[src/rtl/core/pal_pkg.sv]
package pal_pkg;

  localparam int COORD_BITS = 24;
  localparam int SUM_BITS   = 40;

  // chord magnitude needs one more bit than a coordinate
  localparam int ROOT_BITS = COORD_BITS + 1;
  localparam int SQ_BITS   = 2 * COORD_BITS;
  localparam int SSQ_BITS  = SQ_BITS + 1;
  localparam int RAD_BITS  = 2 * ROOT_BITS;
  localparam int ACC_BITS  = ((SUM_BITS > ROOT_BITS) ? SUM_BITS : ROOT_BITS) + 1;
  localparam int CNT_BITS  = $clog2(ROOT_BITS + 1);

  localparam logic [SUM_BITS-1:0] SUM_MAX     = {SUM_BITS{1'b1}};
  localparam logic [ACC_BITS-1:0] SUM_MAX_EXT = ACC_BITS'(SUM_MAX);

  typedef enum logic [2:0] {
    ST_IDLE,
    ST_SQR,
    ST_LOAD,
    ST_ROOT,
    ST_SUM
  } pal_state_t;

  typedef struct packed {
    logic go;
    logic start;
  } acc_cmd_t;

endpackage

[src/rtl/core/pal_if.sv]
interface pal_in_if;
  import pal_pkg::*;

  logic                         valid;
  logic                         ready;
  logic signed [COORD_BITS-1:0] x_coord;
  logic signed [COORD_BITS-1:0] y_coord;
  logic                         start_line;

  modport source (output valid, output x_coord, output y_coord, output start_line,
                  input ready);
  modport sink   (input valid, input x_coord, input y_coord, input start_line,
                  output ready);
endinterface

interface pal_out_if;
  import pal_pkg::*;

  logic                valid;
  logic                ready;
  logic [SUM_BITS-1:0] arc_length;
  logic                length_saturated;

  modport source (output valid, output arc_length, output length_saturated,
                  input ready);
  modport sink   (input valid, input arc_length, input length_saturated,
                  output ready);
endinterface

[src/rtl/core/polyline_arc_length_accumulator.sv]
// channel   dir  fields                               handshake
// in_chan   in   x_coord, y_coord, start_line         valid/ready
// out_chan  out  arc_length, length_saturated         valid/ready
//
// A point with start_line goes from idle straight to the sum state; any other point
// passes through the square, load, root and sum states, the root state set by the
// bit-serial square root that yields one root bit per cycle.
// One point is in work at a time; in_chan.ready is high only while idle.
// The result register lets the next point enter while a request waits on out_chan.
// Reset is synchronous, active low, and clears the stored point and length.
module polyline_arc_length_accumulator (
  input  logic      clk,
  input  logic      rst_n,
  pal_in_if.sink    in_chan,
  pal_out_if.source out_chan
);
  import pal_pkg::*;

  pal_state_t state_r, state_nxt;

  logic [COORD_BITS-1:0] prev_x_r, prev_x_nxt;
  logic [COORD_BITS-1:0] prev_y_r, prev_y_nxt;
  logic [COORD_BITS-1:0] dx_r, dx_nxt;
  logic [COORD_BITS-1:0] dy_r, dy_nxt;
  logic [SQ_BITS-1:0]    sqx_r, sqy_r;
  logic                  start_r, start_nxt;

  logic [COORD_BITS:0]   diff_x, diff_y, neg_x, neg_y;
  logic [SQ_BITS-1:0]    dx_ext, dy_ext;
  logic [SSQ_BITS-1:0]   sum_sq;
  logic                  sq_start;
  logic                  sq_busy;
  logic [ROOT_BITS-1:0]  sq_root;
  logic [ROOT_BITS-1:0]  chord;
  logic                  acc_free;
  acc_cmd_t              acc_cmd;

  assign diff_x = {in_chan.x_coord[COORD_BITS-1], in_chan.x_coord}
                - {prev_x_r[COORD_BITS-1], prev_x_r};
  assign diff_y = {in_chan.y_coord[COORD_BITS-1], in_chan.y_coord}
                - {prev_y_r[COORD_BITS-1], prev_y_r};
  assign neg_x  = -diff_x;
  assign neg_y  = -diff_y;

  assign dx_ext = SQ_BITS'(dx_r);
  assign dy_ext = SQ_BITS'(dy_r);
  assign sum_sq = SSQ_BITS'(sqx_r) + SSQ_BITS'(sqy_r);

  assign chord = start_r ? '0 : sq_root;

  always_comb begin
    state_nxt      = state_r;
    prev_x_nxt     = prev_x_r;
    prev_y_nxt     = prev_y_r;
    dx_nxt         = dx_r;
    dy_nxt         = dy_r;
    start_nxt      = start_r;
    sq_start       = 1'b0;
    acc_cmd.go     = 1'b0;
    acc_cmd.start  = start_r;
    in_chan.ready  = 1'b0;
    unique case (state_r)
      ST_IDLE: begin
        in_chan.ready = 1'b1;
        if (in_chan.valid) begin
          prev_x_nxt = in_chan.x_coord;
          prev_y_nxt = in_chan.y_coord;
          dx_nxt     = diff_x[COORD_BITS] ? neg_x[COORD_BITS-1:0] : diff_x[COORD_BITS-1:0];
          dy_nxt     = diff_y[COORD_BITS] ? neg_y[COORD_BITS-1:0] : diff_y[COORD_BITS-1:0];
          start_nxt  = in_chan.start_line;
          state_nxt  = in_chan.start_line ? ST_SUM : ST_SQR;
        end
      end
      ST_SQR: begin
        state_nxt = ST_LOAD;
      end
      ST_LOAD: begin
        sq_start  = 1'b1;
        state_nxt = ST_ROOT;
      end
      ST_ROOT: begin
        if (!sq_busy) begin
          state_nxt = ST_SUM;
        end
      end
      ST_SUM: begin
        // hold until the result register can take a request
        if (acc_free) begin
          acc_cmd.go = 1'b1;
          state_nxt  = ST_IDLE;
        end
      end
      default: begin
        state_nxt = ST_IDLE;
      end
    endcase
  end

  always_ff @(posedge clk) begin
    if (!rst_n) begin
      state_r  <= ST_IDLE;
      prev_x_r <= '0;
      prev_y_r <= '0;
    end else begin
      state_r  <= state_nxt;
      prev_x_r <= prev_x_nxt;
      prev_y_r <= prev_y_nxt;
    end
    dx_r    <= dx_nxt;
    dy_r    <= dy_nxt;
    start_r <= start_nxt;
    if (state_r == ST_SQR) begin
      sqx_r <= dx_ext * dx_ext;
      sqy_r <= dy_ext * dy_ext;
    end
  end

  pal_isqrt u_isqrt (
    .clk      (clk),
    .rst_n    (rst_n),
    .start    (sq_start),
    .radicand (RAD_BITS'(sum_sq)),
    .busy     (sq_busy),
    .root     (sq_root)
  );

  pal_accum u_accum (
    .clk      (clk),
    .rst_n    (rst_n),
    .cmd      (acc_cmd),
    .chord    (chord),
    .free     (acc_free),
    .out_chan (out_chan)
  );

endmodule

[src/rtl/core/pal_isqrt.sv]
module pal_isqrt (
  input  logic                          clk,
  input  logic                          rst_n,
  input  logic                          start,
  input  logic [pal_pkg::RAD_BITS-1:0]  radicand,
  output logic                          busy,
  output logic [pal_pkg::ROOT_BITS-1:0] root
);
  import pal_pkg::*;

  logic [RAD_BITS-1:0]  rad_r, rad_nxt;
  logic [ROOT_BITS:0]   rem_r, rem_nxt;
  logic [ROOT_BITS-1:0] root_r, root_nxt;
  logic [CNT_BITS-1:0]  cnt_r, cnt_nxt;
  logic                 busy_r, busy_nxt;
  logic [ROOT_BITS+2:0] lhs, rhs, trial;

  // one root bit per cycle, radicand consumed two bits at a time
  assign lhs   = {rem_r, rad_r[RAD_BITS-1 -: 2]};
  assign rhs   = {1'b0, root_r, 2'b01};
  assign trial = lhs - rhs;

  always_comb begin
    rad_nxt  = rad_r;
    rem_nxt  = rem_r;
    root_nxt = root_r;
    cnt_nxt  = cnt_r;
    busy_nxt = busy_r;
    if (start) begin
      rad_nxt  = radicand;
      rem_nxt  = '0;
      root_nxt = '0;
      cnt_nxt  = CNT_BITS'(ROOT_BITS);
      busy_nxt = 1'b1;
    end else if (busy_r) begin
      rad_nxt = {rad_r[RAD_BITS-3:0], 2'b00};
      if (!trial[ROOT_BITS+2]) begin
        rem_nxt  = trial[ROOT_BITS:0];
        root_nxt = {root_r[ROOT_BITS-2:0], 1'b1};
      end else begin
        rem_nxt  = lhs[ROOT_BITS:0];
        root_nxt = {root_r[ROOT_BITS-2:0], 1'b0};
      end
      cnt_nxt = cnt_r - CNT_BITS'(1);
      if (cnt_r == CNT_BITS'(1)) begin
        busy_nxt = 1'b0;
      end
    end
  end

  always_ff @(posedge clk) begin
    if (!rst_n) begin
      busy_r <= 1'b0;
      cnt_r  <= '0;
    end else begin
      busy_r <= busy_nxt;
      cnt_r  <= cnt_nxt;
    end
    rad_r  <= rad_nxt;
    rem_r  <= rem_nxt;
    root_r <= root_nxt;
  end

  assign busy = busy_r;
  assign root = root_r;

endmodule

[src/rtl/core/pal_accum.sv]
module pal_accum (
  input  logic                          clk,
  input  logic                          rst_n,
  input  pal_pkg::acc_cmd_t             cmd,
  input  logic [pal_pkg::ROOT_BITS-1:0] chord,
  output logic                          free,
  pal_out_if.source                     out_chan
);
  import pal_pkg::*;

  logic [SUM_BITS-1:0] run_r, run_nxt;
  logic                sat_r, sat_nxt;
  logic                out_valid_r, out_valid_nxt;
  logic [SUM_BITS-1:0] out_len_r, out_len_nxt;
  logic                out_sat_r, out_sat_nxt;
  logic [ACC_BITS-1:0] total;
  logic                ovf;
  logic [SUM_BITS-1:0] sum;

  assign total = ACC_BITS'(run_r) + ACC_BITS'(chord);
  assign ovf   = total > SUM_MAX_EXT;
  assign sum   = ovf ? SUM_MAX : total[SUM_BITS-1:0];
  assign free  = !out_valid_r || out_chan.ready;

  always_comb begin
    run_nxt       = run_r;
    sat_nxt       = sat_r;
    out_valid_nxt = out_valid_r && !out_chan.ready;
    out_len_nxt   = out_len_r;
    out_sat_nxt   = out_sat_r;
    if (cmd.go) begin
      if (cmd.start) begin
        run_nxt       = '0;
        sat_nxt       = 1'b0;
        out_valid_nxt = 1'b1;
        out_len_nxt   = '0;
        out_sat_nxt   = 1'b0;
      end else begin
        run_nxt = sum;
        sat_nxt = sat_r | ovf;
        // drop the request when the length did not move
        if (sum != run_r) begin
          out_valid_nxt = 1'b1;
          out_len_nxt   = sum;
          out_sat_nxt   = sat_r | ovf;
        end
      end
    end
  end

  always_ff @(posedge clk) begin
    if (!rst_n) begin
      run_r       <= '0;
      sat_r       <= 1'b0;
      out_valid_r <= 1'b0;
    end else begin
      run_r       <= run_nxt;
      sat_r       <= sat_nxt;
      out_valid_r <= out_valid_nxt;
    end
    out_len_r <= out_len_nxt;
    out_sat_r <= out_sat_nxt;
  end

  assign out_chan.valid            = out_valid_r;
  assign out_chan.arc_length       = out_len_r;
  assign out_chan.length_saturated = out_sat_r;

endmodule
[src/flat_wrapper.sv]
// flat-port wrapper written by rule: the top's interface ports become plain ports
module polyline_arc_length_accumulator_flat import pal_pkg::*;
  (clk, rst_n, in_chan_valid, in_chan_x_coord, in_chan_y_coord, in_chan_start_line, in_chan_ready, out_chan_valid, out_chan_arc_length, out_chan_length_saturated, out_chan_ready);
  pal_in_if in_chan_i ();
  pal_out_if out_chan_i ();
  input  logic clk;
  input  logic rst_n;
  input wire logic [$bits(in_chan_i.valid)-1:0] in_chan_valid;
  input wire logic [$bits(in_chan_i.x_coord)-1:0] in_chan_x_coord;
  input wire logic [$bits(in_chan_i.y_coord)-1:0] in_chan_y_coord;
  input wire logic [$bits(in_chan_i.start_line)-1:0] in_chan_start_line;
  output wire logic [$bits(in_chan_i.ready)-1:0] in_chan_ready;
  output wire logic [$bits(out_chan_i.valid)-1:0] out_chan_valid;
  output wire logic [$bits(out_chan_i.arc_length)-1:0] out_chan_arc_length;
  output wire logic [$bits(out_chan_i.length_saturated)-1:0] out_chan_length_saturated;
  input wire logic [$bits(out_chan_i.ready)-1:0] out_chan_ready;
  assign in_chan_i.valid = in_chan_valid;
  assign in_chan_i.x_coord = in_chan_x_coord;
  assign in_chan_i.y_coord = in_chan_y_coord;
  assign in_chan_i.start_line = in_chan_start_line;
  assign in_chan_ready = in_chan_i.ready;
  assign out_chan_valid = out_chan_i.valid;
  assign out_chan_arc_length = out_chan_i.arc_length;
  assign out_chan_length_saturated = out_chan_i.length_saturated;
  assign out_chan_i.ready = out_chan_ready;
  polyline_arc_length_accumulator u_core (.clk(clk), .rst_n(rst_n), .in_chan(in_chan_i), .out_chan(out_chan_i));
endmodule
[config.mk]
export PLATFORM = sky130hd
export DESIGN_NAME = polyline_arc_length_accumulator_flat
export DESIGN_NICKNAME = d
export VERILOG_FILES = /design/src/rtl/core/pal_pkg.sv /design/src/rtl/core/pal_if.sv /design/src/rtl/core/polyline_arc_length_accumulator.sv /design/src/rtl/core/pal_isqrt.sv /design/src/rtl/core/pal_accum.sv /design/src/flat_wrapper.sv
export SDC_FILE = /design/constraint.sdc
export NUM_CORES = 2
export LEC_CHECK = 0
export ABC_AREA = 1
export BUFFER_PORTS_ARGS = -buffer_cell sky130_fd_sc_hd__buf_2
export CORE_ASPECT_RATIO = 1.1
export CORE_MARGIN = 5
export CORE_UTILIZATION = 60
export CTS_BUF_LIST = sky130_fd_sc_hd__clkbuf_2 sky130_fd_sc_hd__clkbuf_4 sky130_fd_sc_hd__clkbuf_8
export DETAILED_ROUTE_END_ITERATION = 6
export GPL_ROUTABILITY_DRIVEN = 0
export PLACE_DENSITY = 0.85
export REMOVE_ABC_BUFFERS = 1
export SLEW_MARGIN = 20
export SYNTH_ARGS = -nofsm -noshare
export SYNTH_HDL_FRONTEND = slang
export SYNTH_SLANG_ARGS = --single-unit
[constraint.sdc]
create_clock -name clk -period 7.98 [get_ports clk]
set_clock_uncertainty 0.2 [all_clocks]
set_input_delay 0.798 -clock clk [delete_from_list [all_inputs] [get_ports clk]]
set_output_delay 0.798 -clock clk [all_outputs]
set_load 0.1 [all_outputs]
Word level (Yosys, flattened, before mapping). Cells that the tools add are included.

Input port bits: 53. Word-level logic and storage cells: 82. Bits in latches: 0. Bits in read-only memories: 0. RAM bits: 0. Register bits after elaboration: 386. Memories kept: 0. Output and inout port bits: 43.

Reductions and logical operators: 11. Add/sub/neg operators: 8. Shift operators: 0. Equality and inequality tests: 9. Muxes and demuxes: 29. Bitwise gates (word level): 2. Multipliers: 2. Div/mod/pow operators: 0. Magnitude comparators: 1.

Operators by type and width (count): 2-to-1 mux 40 bit (3); 2-to-1 mux 49 bit (2); multiplier 24 x 24 -> 48 bit (2); subtractor 24 x 24 -> 25 bit (2); adder 48 x 48 -> 49 bit (1); 2-to-1 mux 24 bit (2); negator 24 bit (2); adder 40 x 25 -> 41 bit (1); greater-than comparator 41 x 40 -> 1 bit, second input constant (1); != test 40 bit (1); subtractor 28 x 27 -> 28 bit (1); 2-to-1 mux 26 bit (1); 2-to-1 mux 25 bit (1); one-hot mux 3 bit (5 select lines) (1); 2-to-1 mux 1 bit (13); 2-to-1 mux 3 bit (4); 2-to-1 mux 5 bit (2); == test 3 x 2 -> 1 bit, second input constant (2); == test 5 x 1 -> 1 bit, second input constant (1); subtractor 5 x 1 -> 5 bit, second input constant (1); != test 2 bit, second input constant (2); AND reduction 2 bit (2); nonzero test 2 bit (2); == test 3 x 1 -> 1 bit, second input constant (1); 10 further kinds (11).

Depth between registers and ports, before layout.
Word-level depth: 8. Gate-level depth with buffers: 31. Mapped depth without buffers: 30.

Hierarchy. From an unflattened synthesis, not the netlist that was laid out.

Cells, all modules: 7685. Area total of the unflattened synthesis: 59117.9 µm².

By module, submodules not included: polyline_arc_length_accumulator (cells an instance 5889, area an instance 46956.3 µm², instances 1); pal_isqrt (cells an instance 869, area an instance 6105.9 µm², instances 1); pal_accum (cells an instance 927, area an instance 6055.8 µm², instances 1).

Least setup slack after synthesis. OpenSTA, ideal clock, no wires.

Path kind: register to register. Start point: register u_core.dy_r[2]. End point: register u_core.sqy_r[42] (data pin). Arrival time: 6.396 ns. Clock period less this slack: 6.848 ns. Cell stages (with the launch flop): 31. Required time: 7.528 ns. Library setup time: 0.252 ns. Slack: 1.132 ns. Cells stage by stage: edfxtp_1 clkbuf_1 nand2_1 fa_1 inv_1 fa_1 inv_1 fa_1 inv_1 fa_1 inv_1 fa_1 inv_1 fa_1 inv_1 fa_1 inv_1 ha_1 nand2_1 nor2_1 inv_1 nor2_1 nor2_1 o21ai_1 a21boi_1 o21ai_0 a21boi_1 o21ai_2 nand2_1 nand3_1 nand2_1.

Longest elaborated chain between the ends: 1.

RTL lines: start: declaration (RTL line polyline_arc_length_accumulator.sv:24) `logic [COORD_BITS-1:0] dy_r, dy_nxt;`; start signal: assignment (RTL line polyline_arc_length_accumulator.sv:110) `dy_r <= dy_nxt;`; multiplier 24 x 24 -> 48 bit (RTL line polyline_arc_length_accumulator.sv:114) `sqy_r <= dy_ext * dy_ext;`; end signal: assignment (RTL line polyline_arc_length_accumulator.sv:114); end: declaration (RTL line polyline_arc_length_accumulator.sv:25) `logic [SQ_BITS-1:0] sqx_r, sqy_r;`.

Every way passes these cells. A chain may end at the register's enable or synchronous reset.

Final worst setup path.
Start point: register u_core.dx_r[5]. End point: register u_core.sqx_r[46] (data pin).

Longest elaborated chain between the ends: 1.

RTL lines: start: declaration (RTL line polyline_arc_length_accumulator.sv:23) `logic [COORD_BITS-1:0] dx_r, dx_nxt;`; start signal: assignment (RTL line polyline_arc_length_accumulator.sv:109) `dx_r <= dx_nxt;`; multiplier 24 x 24 -> 48 bit (RTL line polyline_arc_length_accumulator.sv:113) `sqx_r <= dx_ext * dx_ext;`; end signal: assignment (RTL line polyline_arc_length_accumulator.sv:113); end: declaration (RTL line polyline_arc_length_accumulator.sv:25).

Every way passes these cells.

==> out/qor.csv <==
metric,value,unit
status,"finished, final reports clean",
clock latency on the worst-skew pair,700,ps
"FF+latch count, synth",384,
hold depth,1,
total grt overflow,0,
slowest CP cell,edfxtp_1,
"Hold Vio Cnt, Final",0,
initial antenna violation count,2,
Total Routed Length,144000,µm
syn_area_per_cell,7.98,µm²
DIE HEIGHT,334,µm
Synth Area in Compound Gates,8.77,%
pre-CTS WS,584,ps
Mapped Area,0.0573,mm²
Critical Path Sink Type,flip-flop,
dpl hpwl,117000,µm
# rows,119,
# nets final,8640,
Post-CTS Repair Setup Buffers,0,
# hold bufs at CTS,0,
setup violators final,0,
"Distinct cells, synth",64,
YS warnings,0,
clock sinks,384,
routed len/inst,16.8,µm
Total GRT Usage,28.5,%
Hold Crit Class,input pin to flip-flop,
Synth area leader,fa_1,
"Reg clk slew, reported paths",60,ps
number of remaining DRC errors,0,
"top cells by count, synth","1930 x inv_1, 1482 x nand2_1, 848 x fa_1, 492 x ha_1, 384 x nor2_1",
"slowest stage delay, CP",750,ps
Synth Area in Simple Gates,15.9,%
initial core utilization,60.1,%
TritonCTS clock tree,built,
Tcrit/Tclk final,95.0,%
largest net degree at the start of global routing,94,
Post-synth EDFFs,233,
RSZ-0062 raised after global routing,false,
data required time of the worst path,8190,ps
register area share after synthesis,17.5,%
vias in the first global route,50200,
Critical Path AT,7790,ps
most frequent cell after synthesis,inv_1,
final setup margin,402,ps
multiplexer area fraction after synthesis,0,%
slew margin rel.,25.7,%
Pins Over Slew Limit,0,
Register-to-Register Path Depth,26,
first-pass GRT wire length,240000,µm
share of post-route cells with drive strength above 1,5.30,%
Num CTS Buffers,70,
placed cell areas,0.0593,mm²
ys flop type,edfxtp_1,
f_max,132,MHz
crit-path max FO,14,
DRT iter0 DRCs,4262,
Final Util,63.8,%
DIE AREA,0.102,mm²
Synth async-reset ratio,0,%
CTS Buffer Depth,3,
Vias/cell,5.52,
First-pass DRT Iterations,7,
final instance area,0.0608,mm²
H-tree depth,3,
area grow syn2layout,6.07,%
"Worst Path Class, Setup",flip-flop to flip-flop,
# port buffers,95,
Post-CTS Resized,0,
worst-margin pin slew,1110,ps
die width,305,µm
Synth Area in XOR/XNOR,3.65,%
Core ar.,0.0953,mm²
main combinational cell family by area after synthesis,adder cells,
Root Driver,clkbuf_8,
CP dominant cell by count,fa_1,
Vias,47300,
min Tclk post-route,7580,ps
post-synthesis cell count,7179,
Synth top area share,29.6,%
top post-synthesis cells by area,"fa_1 30%, inv_1 13%, edfxtp_1 12%, ha_1 11%, nand2_1 9.7%",
adder and majority gate portion of the synthesized area,40.4,%
Final ANT Viol Nets,0,
Max Cap Violations,0,
CP Launch Type,flip-flop,
I/O pins,96,
path summary, 6_finish.rpt:
path | start | endpoint | slack (ps)
setup / recovery | u_core.dx_r[5] | u_core.sqx_r[46] | 400
hold / removal | in_chan_start_line | u_core.start_r | 160
setup reg to reg | u_core.dx_r[5] | u_core.sqx_r[46] | 400
hold reg to reg | u_core.u_isqrt.rad_r[47] | u_core.u_isqrt.rad_r[49] | 250
logic make-up (layout without fill, tap and decap cells):
| logic type | Yosys count | after routing |
|---|---|---|
| xor gates and xnor gates | 236 | 236 |
| adders and majority gates | 1340 | 1340 |
| DFF | 384 | 384 |
| and+or+nand+nor | 2228 | 2228 |
| buffers and inverters | 2106 | 2231 |
| AOI/OAI and AO/OA | 885 | 885 |
| other | 0 | 1 |
final cells by class:
type / count / area, µm²
multi-input cells: 4689 / 39400
fillers: 7680 / 34500
flip-flops and latches: 384 / 10000
inverters: 1935 / 7260
well taps: 1270 / 1590
clock buffers: 103 / 1250
repair buffers: 167 / 1030
clock inverters: 26 / 255
diodes: 1 / 2.50
layout by cell type, fill, tap and decap left out, types with 6 or more instances in the layout:
cell type,netlist,final
inv_1,1930,1928
nand2_1,1482,1480
fa_1,848,848
ha_1,492,492
nor2_1,384,381
a21oi_1,374,374
o21ai_0,285,285
edfxtp_1,233,233
nand3_1,172,172
dfxtp_1,151,151
xor2_1,147,147
buf_2,6,95
xnor2_1,86,86
clkbuf_8,0,77
buf_4,4,71
nand4_1,53,53
nor3_1,39,39
a31oi_1,36,36
a21o_1,26,26
clkbuf_4,0,26
a22oi_1,25,25
o21bai_1,22,22
nand2_2,17,19
or2_2,19,19
o21a_1,19,19
o21ai_1,15,15
o211ai_1,15,15
nand3b_1,14,14
nor4_1,14,13
a211oi_1,13,13
a21oi_2,10,10
nor2_2,9,9
clkinv_1,1,8
clkinv_2,0,7
nor3_2,6,6
stage by stage:
stage | hold WS (ps) | setup TNS (ps) | std cells
floorplan | 223 | -3130 | 7008
global route | 126 | 0 | 8575
finish | 158 | 0 | 8575
CTS | 131 | 0 | 8574
detailed placement | 237 | 0 | 8445
global placement | 236 | 0 | 8445
metal layers:
layer / track usage (%) / wire [µm] / vias up
met5: 0 / 13 / -
met4: 15.2 / 9100 / 2
met3: 5.26 / 12700 / 671
met2: 50.2 / 70900 / 2429
met1: 33.4 / 51500 / 22300
li1: - / - / 21900
critical path, delay by kind of cell, from the launching register on:
kind	cells	cell delay, ps
DFF	1	750
xor gates and xnor gates	1	140
AOI/OAI and AO/OA	6	1270
adders and majority gates	8	3890
and+or+nand+nor	5	430
buffers and inverters	6	610
state kept, by name (all words and copies together) (netlist names), 25 cells and up:
signal / count
u_core.u_isqrt.rad_r: 50
u_core.u_accum.out_chan.arc_length: 40
u_core.u_isqrt.rem_r: 26
u_core.sqy_r: 47
u_core.u_accum.run_r: 40
u_core.sqx_r: 47
u_core.u_isqrt.root: 25
Power is left out: the tool's default activity adds up to more than one toggle a clock period on the data nets, which glitch-free logic cannot reach.
